[config.mk]
export PLATFORM = sky130hd
export DESIGN_NAME = life_generation_stencil
export DESIGN_NICKNAME = d
export VERILOG_FILES = /design/src/sv/lgs_pkg.sv /design/src/sv/lgs_line_store.sv /design/src/sv/lgs_position.sv /design/src/sv/life_generation_stencil.sv
export SDC_FILE = /design/constraint.sdc
export NUM_CORES = 1
export LEC_CHECK = 0
export BUFFER_PORTS_ARGS = -buffer_cell sky130_fd_sc_hd__buf_2
export CAP_MARGIN = 20
export CORE_UTILIZATION = 55
export DETAILED_ROUTE_END_ITERATION = 10
export PLACE_DENSITY = 0.76
export SLEW_MARGIN = 20
export SYNTH_ARGS = -nofsm -noshare
export SYNTH_HDL_FRONTEND = slang
export SYNTH_HIERARCHICAL = 1
export SYNTH_SLANG_ARGS = --single-unit
[constraint.sdc]
create_clock -name i_clk -period 15.84 [get_ports i_clk]
set_input_delay 3.168 -clock i_clk [delete_from_list [all_inputs] [get_ports i_clk]]
set_output_delay 3.168 -clock i_clk [all_outputs]
set_load 0.05 [all_outputs]
[src/sv/lgs_pkg.sv]
// ----------------------------------------------------------------------------
// Life generation stencil package
// Shared constants, register codes, the per-beat control struct and the
// B3/S23 update rule.
// ----------------------------------------------------------------------------
package lgs_pkg;

    localparam int CFG_W     = 9;
    localparam int CFG_IDX_W = 1;

    localparam int WIDTH_RESET  = 80;
    localparam int HEIGHT_RESET = 24;

    localparam logic [CFG_IDX_W-1:0] REG_GRID_WIDTH  = 1'b0;
    localparam logic [CFG_IDX_W-1:0] REG_GRID_HEIGHT = 1'b1;

    localparam logic REQ_CELL = 1'b0;
    localparam logic REQ_PAD  = 1'b1;

    localparam logic [8:0] NEIGHBOR_MASK = 9'h1EF;

    typedef struct packed {
        logic alive;
        logic above_ok;
        logic two_ok;
        logic col0;
        logic last;
    } t_pos_info;

    // Window bit 3*col+row; the center cell is bit 4.
    function automatic logic life_rule(input logic [8:0] win);
        logic [8:0] nb;
        logic [3:0] count;
        nb    = win & NEIGHBOR_MASK;
        count = '0;
        for (int i = 0; i < 9; i++) begin
            count = count + {3'b000, nb[i]};
        end
        return (count == 4'd3) || (win[4] && (count == 4'd2));
    endfunction

endpackage

[src/sv/lgs_line_store.sv]
// ----------------------------------------------------------------------------
// Life generation stencil line store
// Holds the two rows above the current one, two bits per column. The read
// is registered; a write to the address being read forwards its data.
// ----------------------------------------------------------------------------
module lgs_line_store #(
    parameter int DEPTH = 256
) (
    input  logic                     i_clk,
    input  logic                     i_rd_en,
    input  logic [$clog2(DEPTH)-1:0] i_rd_addr,
    input  logic                     i_wr_en,
    input  logic [$clog2(DEPTH)-1:0] i_wr_addr,
    input  logic [1:0]               i_wr_data,
    output logic [1:0]               o_rd_data
);

    logic [1:0] r_mem [DEPTH];
    logic [1:0] r_rd;

    always_ff @(posedge i_clk) begin
        if (i_wr_en) begin
            r_mem[i_wr_addr] <= i_wr_data;
        end
    end

    always_ff @(posedge i_clk) begin
        if (i_rd_en) begin
            if (i_wr_en && (i_wr_addr == i_rd_addr)) begin
                r_rd <= i_wr_data;
            end else begin
                r_rd <= r_mem[i_rd_addr];
            end
        end
    end

    assign o_rd_data = r_rd;

endmodule

[src/sv/lgs_position.sv]
// ----------------------------------------------------------------------------
// Life generation stencil position tracker
// Holds the grid size registers and the raster position of the next beat,
// and classifies each accepted beat against the grid bounds.
// ----------------------------------------------------------------------------
module lgs_position #(
    parameter int MAX_WIDTH  = 256,
    parameter int MAX_HEIGHT = 256
) (
    input  logic                         i_clk,
    input  logic                         i_rst_n,
    input  logic                         i_cfg_wr_en,
    input  logic [lgs_pkg::CFG_IDX_W-1:0] i_cfg_index,
    input  logic [lgs_pkg::CFG_W-1:0]     i_cfg_wr_data,
    input  logic                         i_advance,
    input  logic                         i_req_type,
    input  logic                         i_cell_alive,
    output logic [$clog2(MAX_WIDTH)-1:0] o_col,
    output lgs_pkg::t_pos_info           o_info
);

    import lgs_pkg::*;

    localparam int COL_W = $clog2(MAX_WIDTH);
    localparam int ROW_W = $clog2(MAX_HEIGHT + 2);
    localparam int WID_W = $clog2(MAX_WIDTH + 1);
    localparam int HGT_W = $clog2(MAX_HEIGHT + 1);
    localparam int RST_W = (WIDTH_RESET > MAX_WIDTH) ? MAX_WIDTH : WIDTH_RESET;
    localparam int RST_H = (HEIGHT_RESET > MAX_HEIGHT) ? MAX_HEIGHT : HEIGHT_RESET;

    logic [WID_W-1:0] r_w;
    logic [HGT_W-1:0] r_h;
    logic [COL_W-1:0] r_col, n_col;
    logic [ROW_W-1:0] r_row, n_row;
    logic [31:0]      cfg_wide;
    logic [31:0]      clamp_w;
    logic [31:0]      clamp_h;
    logic             col_wrap;

    always_comb begin
        cfg_wide = 32'(i_cfg_wr_data);
        if (cfg_wide == 32'd0) begin
            clamp_w = 32'd1;
            clamp_h = 32'd1;
        end else begin
            clamp_w = (cfg_wide > 32'(MAX_WIDTH)) ? 32'(MAX_WIDTH) : cfg_wide;
            clamp_h = (cfg_wide > 32'(MAX_HEIGHT)) ? 32'(MAX_HEIGHT) : cfg_wide;
        end
    end

    always_comb begin
        o_info.alive    = (i_req_type == REQ_CELL) && i_cell_alive &&
                          (32'(r_row) < 32'(r_h));
        o_info.above_ok = (r_row != '0);
        o_info.two_ok   = (32'(r_row) >= 32'd2);
        o_info.col0     = (r_col == '0);
        o_info.last     = (32'(r_row) == (32'(r_h) + 32'd1));
        col_wrap        = ((32'(r_col) + 32'd1) >= 32'(r_w));
        if (o_info.last) begin
            n_col = '0;
            n_row = '0;
        end else if (col_wrap) begin
            n_col = '0;
            n_row = r_row + ROW_W'(1);
        end else begin
            n_col = r_col + COL_W'(1);
            n_row = r_row;
        end
    end

    always_ff @(posedge i_clk) begin
        if (!i_rst_n) begin
            r_w   <= WID_W'(RST_W);
            r_h   <= HGT_W'(RST_H);
            r_col <= '0;
            r_row <= '0;
        end else if (i_cfg_wr_en) begin
            unique case (i_cfg_index)
                REG_GRID_WIDTH:  r_w <= WID_W'(clamp_w);
                REG_GRID_HEIGHT: r_h <= HGT_W'(clamp_h);
                default:         ;
            endcase
            r_col <= '0;
            r_row <= '0;
        end else if (i_advance) begin
            r_col <= n_col;
            r_row <= n_row;
        end
    end

    assign o_col = r_col;

endmodule

[src/sv/life_generation_stencil.sv]
// ----------------------------------------------------------------------------
// Life generation stencil
// One B3/S23 generation over a configurable bounded grid, streamed in raster
// order with a row-plus-one-cell flush of padding beats after each frame.
//
//   channel   direction  handshake                beat
//   in        sink       i_in_valid / o_in_ready  i_req_type, i_cell_alive
//   out       source     o_out_valid / i_out_ready o_next_alive, o_row_end,
//                                                 o_frame_end
//   cfg       sink       i_cfg_wr_en              i_cfg_index, i_cfg_wr_data
//
// One beat is accepted per cycle while o_in_ready is high; each accepted beat
// is registered in stage one along with its registered line store read, and
// its result then goes to the output register. The input side keeps
// accepting while a result waits, and stalls only when both the output register
// and the stage behind it are full and the output is not taken.
// Reset is synchronous; the line store needs no clearing pass.
// ----------------------------------------------------------------------------
module life_generation_stencil #(
    parameter int MAX_WIDTH  = 256,
    parameter int MAX_HEIGHT = 256
) (
    input  logic                          i_clk,
    input  logic                          i_rst_n,
    input  logic                          i_in_valid,
    output logic                          o_in_ready,
    input  logic                          i_req_type,
    input  logic                          i_cell_alive,
    output logic                          o_out_valid,
    input  logic                          i_out_ready,
    output logic                          o_next_alive,
    output logic                          o_row_end,
    output logic                          o_frame_end,
    input  logic                          i_cfg_wr_en,
    input  logic [lgs_pkg::CFG_IDX_W-1:0] i_cfg_index,
    input  logic [lgs_pkg::CFG_W-1:0]     i_cfg_wr_data
);

    import lgs_pkg::*;

    localparam int COL_W = $clog2(MAX_WIDTH);

    logic [COL_W-1:0] pos_col;
    t_pos_info        pos_info;
    logic             in_accept;

    logic             r_s1_valid;
    t_pos_info        r_s1_info;
    logic [COL_W-1:0] r_s1_col;
    logic [1:0]       rd_data;

    logic [8:0]       r_win, n_win;
    logic             r_out_valid;
    logic             r_next_alive, r_row_end, r_frame_end;
    logic             n_has_out, n_next_alive, n_row_end, n_frame_end;

    logic             out_free;
    logic             fire;
    logic [2:0]       newcol;

    assign out_free   = !r_out_valid || i_out_ready;
    assign fire       = r_s1_valid && out_free;
    assign o_in_ready = !r_s1_valid || out_free;
    assign in_accept  = i_in_valid && o_in_ready;

    lgs_position #(
        .MAX_WIDTH  (MAX_WIDTH),
        .MAX_HEIGHT (MAX_HEIGHT)
    ) u_position (
        .i_clk         (i_clk),
        .i_rst_n       (i_rst_n),
        .i_cfg_wr_en   (i_cfg_wr_en),
        .i_cfg_index   (i_cfg_index),
        .i_cfg_wr_data (i_cfg_wr_data),
        .i_advance     (in_accept),
        .i_req_type    (i_req_type),
        .i_cell_alive  (i_cell_alive),
        .o_col         (pos_col),
        .o_info        (pos_info)
    );

    lgs_line_store #(
        .DEPTH (MAX_WIDTH)
    ) u_line_store (
        .i_clk     (i_clk),
        .i_rd_en   (in_accept),
        .i_rd_addr (pos_col),
        .i_wr_en   (fire),
        .i_wr_addr (r_s1_col),
        .i_wr_data ({rd_data[0], r_s1_info.alive}),
        .o_rd_data (rd_data)
    );

    always_comb begin
        newcol = {r_s1_info.alive,
                  r_s1_info.above_ok & rd_data[0],
                  r_s1_info.two_ok & rd_data[1]};
        if (r_s1_info.col0) begin
            // The previous row's last cell is finished with a dead right column.
            n_has_out    = r_s1_info.two_ok;
            n_next_alive = life_rule({3'b000, r_win[8:3]});
            n_row_end    = 1'b1;
            n_frame_end  = r_s1_info.last;
            n_win        = {newcol, 6'b000000};
        end else begin
            n_win        = {newcol, r_win[8:3]};
            n_has_out    = r_s1_info.above_ok;
            n_next_alive = life_rule(n_win);
            n_row_end    = 1'b0;
            n_frame_end  = 1'b0;
        end
    end

    always_ff @(posedge i_clk) begin
        if (!i_rst_n) begin
            r_s1_valid  <= 1'b0;
            r_out_valid <= 1'b0;
            r_win       <= '0;
        end else begin
            if (o_in_ready) begin
                r_s1_valid <= i_in_valid;
            end
            if (out_free) begin
                r_out_valid <= fire && n_has_out;
            end
            if (fire) begin
                r_win <= n_win;
            end
        end
    end

    always_ff @(posedge i_clk) begin
        if (in_accept) begin
            r_s1_info <= pos_info;
            r_s1_col  <= pos_col;
        end
        if (fire) begin
            r_next_alive <= n_next_alive;
            r_row_end    <= n_row_end;
            r_frame_end  <= n_frame_end;
        end
    end

    assign o_out_valid  = r_out_valid;
    assign o_next_alive = r_next_alive;
    assign o_row_end    = r_row_end;
    assign o_frame_end  = r_frame_end;

endmodule
==> tab_implementation.tex, run 1 <==
\begin{tabular}{lr}
\hline
Metric & Value \\
\hline
\multicolumn{2}{l}{\textbf{Worst setup path}} \\
\quad Setup CP Type & in -> out \\
\quad Longest individual stage delay on the worst path & 230 ps \\
\quad Capturing instance or port of the critical path & o\_in\_ready \\
\quad End of the worst register-to-register path & u\_line\_store/o\_rd\_data[0] \\
\quad R2r setup slk & $\sim$11000 ps \\
\quad Library cell appearing most often on the critical path & sky130\_fd\_sc\_hd\_\_buf\_2 \\
\quad Worst flop-to-flop path startpoint & u\_position/o\_col[0] \\
\quad Endpoint arrival time on the critical path & around 3800 ps \\
\quad Kind of launch point of the worst setup path & input pin \\
\quad Worst Reg2Reg Path Length in Cells & 8 \\
\quad Launch point of the critical path & i\_out\_ready \\
\quad Sort of element at the end of the critical path & output pin \\
\quad Peak fanout along the critical path & 10 \\
\quad Slowest cell on crit path & sky130\_fd\_sc\_hd\_\_buf\_2 \\
\quad Critical-path cell list & buf\_2 > nor2b\_4 > nand2\_1 > buf\_2 \\
\quad Worst endpoint required time & 12670 ps \\
\multicolumn{2}{l}{\textbf{Place}} \\
\quad Estimated wirelength of the detail-placed design & 32400 um \\
\quad Area after detailed placement & 25200 sq um \\
\quad Worst slack, placed & 8840 ps \\
\quad PortBufs & 21 \\
\quad Routability congestion estimate from global placement & 0.856 \\
\multicolumn{2}{l}{\textbf{Drt}} \\
\quad First-pass DRT Iterations & 8 \\
\quad Count of unresolved DRC violations after routing & 0 \\
\quad Routed wire length on met3 & just over 5000 um \\
\quad Highest Signal Layer & met5 \\
\quad WL final & 54900 um \\
\quad Routed via count divided by cell count & 6.41 \\
\quad Post-route met1 wirelength & approximately 21000 um \\
\quad Met2 wire length & 26500 um \\
\quad Initial drt markers & a little under 2000 \\
\quad Post-DRT Antenna Nets & 0 \\
\quad Vias post-DR & 14502 \\
\quad Routed length per placed instance & approximately 24 um \\
\multicolumn{2}{l}{\textbf{Logic synthesis}} \\
\quad Synthesized area per cell & 15.2 sq um \\
\quad Dominant cell by count in the synthesized netlist & sky130\_fd\_sc\_hd\_\_edfxtp\_1 \\
\quad Post-synthesis sequential area ratio & 67.5\% \\
\quad Commonest cells in the netlist & sky130\_fd\_sc\_hd\_\_edfxtp\_1 (530), sky130\_fd\_sc\_hd\_\_nor2\_1 (305), sky130\_fd\_sc\_hd\_\_mux4\_2 (112), sky130\_fd\_sc\_hd\_\_nand2\_1 (71), sky130\_fd\_sc\_hd\_\_clkbuf\_1 (65) \\
\quad Number of unique standard cell types used by synthesis & 71 \\
\quad Number of enable flip-flop cells after synthesis & 530 \\
\quad Simple-gate share of the synthesized area & a little over a tenth \\
\quad Most used flip-flop cell after synthesis & sky130\_fd\_sc\_hd\_\_edfxtp\_1 \\
\quad Fraction of synthesized cell area taken by the top area cell type & 64.1\% \\
\quad Number of synthesized register bits & 573 \\
\quad Asr flop ratio synth & 0\% \\
\quad Cell area after synthesis & about 25000 sq um \\
\quad Compound-Gate Fraction of Synth Area & 4.12\% \\
\quad Fraction of the mapped netlist area in adder cells & 1.68\% \\
\quad Net count after synthesis & 1678 \\
\quad Cells taking the most area after synthesis & sky130\_fd\_sc\_hd\_\_edfxtp\_1 (64\%), sky130\_fd\_sc\_hd\_\_mux4\_2 (10\%), sky130\_fd\_sc\_hd\_\_nor2\_1 (4.6\%), sky130\_fd\_sc\_hd\_\_dfxtp\_1 (3.5\%), sky130\_fd\_sc\_hd\_\_ha\_1 (1.4\%) \\
\quad Cell type with the largest total area after synthesis & sky130\_fd\_sc\_hd\_\_edfxtp\_1 \\
\quad Synth warn & 6 \\
\quad Main combinational cell family by area after synthesis & multiplexers \\
\quad Proportion of synthesized area in mux cells & about 12\% \\
\quad Synth Area in XOR/XNOR & 0.846\% \\
\quad Synth Instances & 1630 \\
\multicolumn{2}{l}{\textbf{STA}} \\
\quad Worst Max-Slew Pin Slew & 1360 ps \\
\quad Worst Setup Slack, final & 8830 ps \\
\quad Setup repair after global routing missed its margin & false \\
\quad Crit path time final & roughly 7000 ps \\
\quad Post-route fraction of the period consumed by the critical path & 44.2\% \\
\quad Worst Hold Margin & between 400 and 500 ps \\
\quad Max-slew violation count & 0 \\
\quad Setup TNS & 0 ps \\
\quad Setup violations, final & 0 \\
\quad Final hold violation count & 0 \\
\quad Fmax & 0.143 GHz \\
\quad Slew margin rel. & 9.10\% \\
\quad Clock skew after layout & 22.6 ps \\
\multicolumn{2}{l}{\textbf{Floorplan}} \\
\quad Starting Density & 55.9\% \\
\quad FP Rows & 77 \\
\quad Die span in x & 215 um \\
\quad Num ports & 22 \\
\quad Core Footprint & 44400 sq um \\
\quad Overall die height & $\sim$210 um \\
\quad Full die area & approximately 46000 sq um \\
\multicolumn{2}{l}{\textbf{Cells and area}} \\
\quad Fill cell total of the finished layout & between 3000 and 4000 \\
\quad Area of the multi-input gates & 7320 sq um \\
\quad Register cell area after layout & 16800 sq um \\
\quad Post-route cell area & roughly 27000 sq um \\
\quad Share of cells above drive strength 1 & between 10 and 15\% \\
\quad Area Growth Syn to Fin & 8.81\% \\
\quad Final layout net count & approximately 1700 \\
\multicolumn{2}{l}{\textbf{Clock network}} \\
\quad Cts repair resizes & 0 \\
\quad TritonCTS buffer count & between 50 and 60 \\
\quad TritonCTS clock tree & yes \\
\quad H-tree Lvls & 2 \\
\quad Count of clock tree sinks & 573 \\
\quad Max Root-Sink Buffers & 3 \\
\quad Worst-skew pair later-pin latency & 620 ps \\
\quad Cell at the root of the clock tree & sky130\_fd\_sc\_hd\_\_clkbuf\_16 \\
\quad Count of hold-fix buffers inserted at cts & 0 \\
\quad Post CTS Setup Buffer Count & 0 \\
\quad Clock Pin Slew Worst Setup and Hold Paths & approximately 50 ps \\
\multicolumn{2}{l}{\textbf{Job}} \\
\quad Max-capacitance violation count & 0 \\
\multicolumn{2}{l}{\textbf{Global route}} \\
\quad Pin count of the biggest net entering global routing & 260 \\
\quad Vias in the first global route & 14604 \\
\quad Total Routing Usage GR & 24.1\% \\
\quad Overflow left after global routing & 0 \\
\quad Antenna violations before repair & 2 \\
\quad First-pass GRT wire length & 83800 um \\
\multicolumn{2}{l}{\textbf{Pwr}} \\
\quad Worst voltage drop across the vdd grid & $\sim$0.095 mV \\
\quad Leakage & 8.28 nW \\
\quad Pwr/cell area & 113 nW/um\^{}2 \\
\multicolumn{2}{l}{\textbf{Status}} \\
\quad Status & finished, final reports clean \\
\multicolumn{2}{l}{\textbf{Worst hold path}} \\
\quad Worst min-delay path class & reg -> reg \\
\quad Hold Path Cell Cnt & 2 \\
\hline
\end{tabular}
-- metrics by stage --
| step | utilization, % | cells | power (mW) |
|---|---|---|---|
| 5_1_grt | 60.9 | 2262 | 3.13 |
| 4_1_cts | 60.8 | 2260 | 3.06 |
| 6_report | 60.9 | 2263 | 3.04 |
| 3_5_place_dp | 56.8 | 2152 | 1.80 |
| 3_3_place_gp | 56.8 | 2152 | 1.80 |
| 2_1_floorplan | - | 1630 | 1.78 |
-- cell families after synthesis --
logic type | Yosys count
buffers and inverters | 147
AO/OA/AOI/OAI | 142
XOR/XNOR | 24
flip-flops | 573
AND/OR/NAND/NOR | 565
adder cells (fa/ha/maj) | 31
multiplexers | 148
-- power breakdown --
group / internal, mW / switching [mW] / total (mW)
sequential: 1.66 / 0.00990 / 1.67
combinational: 0.0359 / 0.0673 / 0.103
clock: 0.711 / 0.560 / 1.27
-- routing by layer --
metal | vias up | global-route usage [%]
met4 | 4 | 9.31
met3 | 164 | 5.28
li1 | 6221 | -
met2 | 763 | 39.5
met5 | - | 0.417
met1 | 7350 | 31.5
-- cells in the final DEF, fill, tap and decap left out, types with 27 or more instances in the layout --
master                      netlist  layout
sky130_fd_sc_hd__clkbuf_16        0      57
sky130_fd_sc_hd__nor2_1         305     305
sky130_fd_sc_hd__mux4_2         112     112
sky130_fd_sc_hd__inv_1           40      40
sky130_fd_sc_hd__dfxtp_1         43      39
sky130_fd_sc_hd__nand3_1         52      52
sky130_fd_sc_hd__ha_1            27      27
sky130_fd_sc_hd__nor2b_1         37      37
sky130_fd_sc_hd__edfxtp_1       530     530
sky130_fd_sc_hd__nand2_1         71      71
-- layout make-up --
class                      count  area share (%)
sequential                   573            62.1
multi-input combinational    910            27.1
clock buffer                  70            5.46
tap                          592            2.74
clock inverter                38            1.05
timing repair buffer          38           0.995
inverter                      41           0.569
antenna                        1         0.00926
-- flip-flops by register name, indices dropped and copies added, names as in the netlist --
signal,cells
u_line_store/r_mem,512
u_position/r_h,9
u_position/r_row,9
u_position/r_w,9
r_s1_col,8
u_position/o_col,8
r_win,6
r_s1_info,4
u_line_store/o_rd_data,2
newcol,1
o_frame_end,1
o_next_alive,1
o_out_valid,1
o_row_end,1
r_s1_valid,1
-- critical path: cells and delay by family --
family / cells / cell delay, ps
buffers and inverters: 2 / 350
and+or+nand+nor: 2 / 320
-- how the worst min path moves through the flow --
stage                      start                end  slack [ps]
2_1_floorplan  u_position/r_w[1]  u_position/r_w[1]         440
3_3_place_gp   u_position/r_w[2]  u_position/r_w[2]         460
3_5_place_dp   u_position/r_w[1]  u_position/r_w[1]         470
4_1_cts        u_position/r_w[1]  u_position/r_w[1]         480
5_1_grt        u_position/r_w[8]  u_position/r_w[8]         500
6_report       u_position/r_w[2]  u_position/r_w[2]         470
Power figures use the tool's default switching activity.
==> run 2: changes to the inputs <==
clock period = 6.8 ns   (was 15.84 ns; I/O delays follow)
==> tab_implementation.tex, run 2 (same netlist as run 1, synthesis figures left out) <==
\begin{tabular}{lr}
\hline
Metric & Value \\
\hline
\multicolumn{2}{l}{\textbf{Cells and area}} \\
\quad Commonest cells after routing, fill and taps aside & sky130\_fd\_sc\_hd\_\_edfxtp\_1 (530), sky130\_fd\_sc\_hd\_\_nor2\_1 (305), sky130\_fd\_sc\_hd\_\_mux4\_2 (112) \\
\quad Max reg flops & 512 \\
\quad Share of cells above drive strength 1 & 14.2\% \\
\quad Fill cell total of the finished layout & 3165 \\
\quad Area Growth Syn to Fin & 8.72\% \\
\quad Layout Utilization & 60.8\% \\
\quad Most common cell after layout, fill and taps aside & sky130\_fd\_sc\_hd\_\_edfxtp\_1 \\
\quad Most flop-heavy register & u\_line\_store/r\_mem \\
\quad Final layout net count & about 1700 \\
\multicolumn{2}{l}{\textbf{Pwr}} \\
\quad Sw Ratio & 20.1\% \\
\quad Clock share of power & 41.4\% \\
\quad Combinational power share & 3.5\% \\
\quad Net switching power figure & 1.42 mW \\
\quad Leakage & 8.27 nW \\
\quad Pwr/cell area & 261 nW/um\^{}2 \\
\quad Design internal power & 5.63 mW \\
\quad Worst voltage drop across the vdd grid & 0.189 mV \\
\quad Part of the power in registers & 55.1\% \\
\multicolumn{2}{l}{\textbf{Clock network}} \\
\quad Cell at the root of the clock tree & sky130\_fd\_sc\_hd\_\_clkbuf\_16 \\
\quad Clock Pin Slew Worst Setup and Hold Paths & about 60 ps \\
\quad Count of clock tree sinks & 573 \\
\quad TritonCTS buffer count & 56 \\
\quad Worst-skew pair later-pin latency & 610 ps \\
\quad Cts repair resizes & 0 \\
\quad Max Root-Sink Buffers & 3 \\
\quad TritonCTS clock tree & yes \\
\quad Post CTS Setup Buffer Count & 0 \\
\quad Count of hold-fix buffers inserted at cts & 0 \\
\quad H-tree Lvls & 2 \\
\multicolumn{2}{l}{\textbf{Global route}} \\
\quad First-pass GRT wire length & 84800 um \\
\quad Overflow left after global routing & 0 \\
\quad Vias in the first global route & 14320 \\
\quad Pin count of the biggest net entering global routing & 260 \\
\quad Total Routing Usage GR & around a quarter \\
\quad Antenna violations before repair & 0 \\
\multicolumn{2}{l}{\textbf{Drt}} \\
\quad Vias post-DR & 14479 \\
\quad Count of unresolved DRC violations after routing & 0 \\
\quad Post-DRT Antenna Nets & 0 \\
\quad WL final & roughly 56000 um \\
\quad Met2 wire length & 27100 um \\
\quad Highest Signal Layer & met4 \\
\quad Post-route met1 wirelength & 21700 um \\
\quad Initial drt markers & approximately 1800 \\
\quad Routed wire length on met3 & 4820 um \\
\quad Routed length per placed instance & 24.6 um \\
\quad Routed via count divided by cell count & 6.42 \\
\quad First-pass DRT Iterations & 8 \\
\multicolumn{2}{l}{\textbf{Job}} \\
\quad Max-capacitance violation count & 0 \\
\multicolumn{2}{l}{\textbf{Floorplan}} \\
\quad Core Footprint & about 44000 sq um \\
\quad FP Rows & 77 \\
\quad Num ports & 22 \\
\quad Die span in x & roughly 210 um \\
\quad Starting Density & 55.9\% \\
\quad Full die area & 46000 sq um \\
\quad Overall die height & 215 um \\
\multicolumn{2}{l}{\textbf{Worst setup path}} \\
\quad Worst endpoint required time & slightly above 7000 ps \\
\quad Launch point of the critical path & u\_position/o\_col[1] \\
\quad Kind of launch point of the worst setup path & flip-flop \\
\quad Longest individual stage delay on the worst path & 950 ps \\
\quad Sort of element at the end of the critical path & flip-flop \\
\quad Slowest cell on crit path & sky130\_fd\_sc\_hd\_\_dfxtp\_4 \\
\quad Endpoint arrival time on the critical path & 4310 ps \\
\quad Critical-path cell list & buf\_4 > mux4\_2 > mux2i\_1 > o22ai\_1 > nor4\_1 > o311ai\_0 > nand4\_1 > o211ai\_1 \\
\quad Worst flop-to-flop path startpoint & u\_position/o\_col[1] \\
\quad R2r setup slk & 2810 ps \\
\quad Setup CP Type & reg -> reg \\
\quad Peak fanout along the critical path & 62 \\
\multicolumn{2}{l}{\textbf{STA}} \\
\quad Crit path time final & roughly 4000 ps \\
\quad Max-slew violation count & 0 \\
\quad Post-route fraction of the period consumed by the critical path & 58.6\% \\
\quad Worst Max-Slew Pin Slew & about 1200 ps \\
\quad Clock skew after layout & $\sim$17 ps \\
\quad Final hold violation count & 0 \\
\quad Setup repair after global routing missed its margin & false \\
\quad Slew margin rel. & 19.3\% \\
\quad Setup violations, final & 0 \\
\quad Setup TNS & 0 ps \\
\quad Fmax & 0.251 GHz \\
\multicolumn{2}{l}{\textbf{Place}} \\
\quad PortBufs & 21 \\
\quad Routability congestion estimate from global placement & 0.829 \\
\quad Estimated wirelength of the detail-placed design & 33200 um \\
\multicolumn{2}{l}{\textbf{Worst hold path}} \\
\quad Worst min-delay path class & reg -> reg \\
\quad Launch point of the worst hold path & u\_position/r\_w[2] \\
\multicolumn{2}{l}{\textbf{Status}} \\
\quad Status & finished, final reports clean \\
\hline
\end{tabular}
-- run 2: cell types whose count changed in the layout (fill, tap and decap cells not counted) --
cell | previous run | this run
sky130_fd_sc_hd__clkbuf_1 | 13 | 19
sky130_fd_sc_hd__clkinv_1 | 17 | 13
sky130_fd_sc_hd__buf_4 | 13 | 10
sky130_fd_sc_hd__clkinv_2 | 10 | 7
sky130_fd_sc_hd__buf_6 | 1 | 3
sky130_fd_sc_hd__clkinv_8 | 2 | 0
sky130_fd_sc_hd__clkinvlp_4 | 4 | 2
sky130_fd_sc_hd__inv_6 | 2 | 0
sky130_fd_sc_hd__buf_12 | 2 | 3
sky130_fd_sc_hd__bufinv_16 | 3 | 4
-- run 2: through the flow --
step / power, mW / setup WS [ps] / hold slack (ps) / cells / area [sq um]
final: 7.05 / 2810 / 469 / 2257 / 27000
after global routing: 7.25 / 2640 / 505 / 2256 / 27000
after CTS: 7.10 / 2850 / 471 / 2254 / 27000
after detailed placement: 4.20 / 2850 / 462 / 2152 / 25300
after global placement: 4.20 / 2900 / 458 / 2150 / 25200
after floorplan: 4.14 / 1280 / 443 / 1630 / 24800
-- run 2: worst max-delay path: cells and delay by family (launching register included) --
family                 cells  cell delay [ps]
AO/OA/AOI/OAI              3              550
buffers and inverters      1              790
flip-flops                 1              950
multiplexers               2              840
AND/OR/NAND/NOR            2              540
-- run 2: area by class of cell --
type | instances | area (sq um) | area share [%]
flip-flops and latches | 573 | 16800 | 62.2
multi-input cells | 910 | 7320 | 27.1
clock buffers | 76 | 1500 | 5.55
well taps | 592 | 741 | 2.74
repair buffers | 38 | 289 | 1.07
clock inverters | 26 | 219 | 0.811
inverters | 41 | 154 | 0.570
diodes | 1 | 2.50 | 0.00927
-- run 2: per-layer routing --
metal | vias up | track usage, %
li1 | 6224 | -
met4 | 0 | 9.12
met1 | 7365 | 33.3
met3 | 126 | 4.23
met5 | - | 0
met2 | 764 | 39.4
-- run 2: path summary, 6_finish.rpt --
check / endpoint / cells after the start
setup / recovery: u_line_store/o_rd_data[1] / 8
hold / removal: u_position/r_w[2] / 2
hold reg to reg: u_position/r_w[2] / 2
setup reg to reg: u_line_store/o_rd_data[1] / 8
-- run 2: power groups by stage --
stage / Combinational, mW / Clock, mW / Sequential (mW)
3_3_place_gp: 0.240 / 0 / 3.96
4_1_cts: 0.246 / 2.98 / 3.88
2_1_floorplan: 0.158 / 0 / 3.98
5_1_grt: 0.266 / 3.10 / 3.88
6_report: 0.246 / 2.92 / 3.88
3_5_place_dp: 0.246 / 0 / 3.96
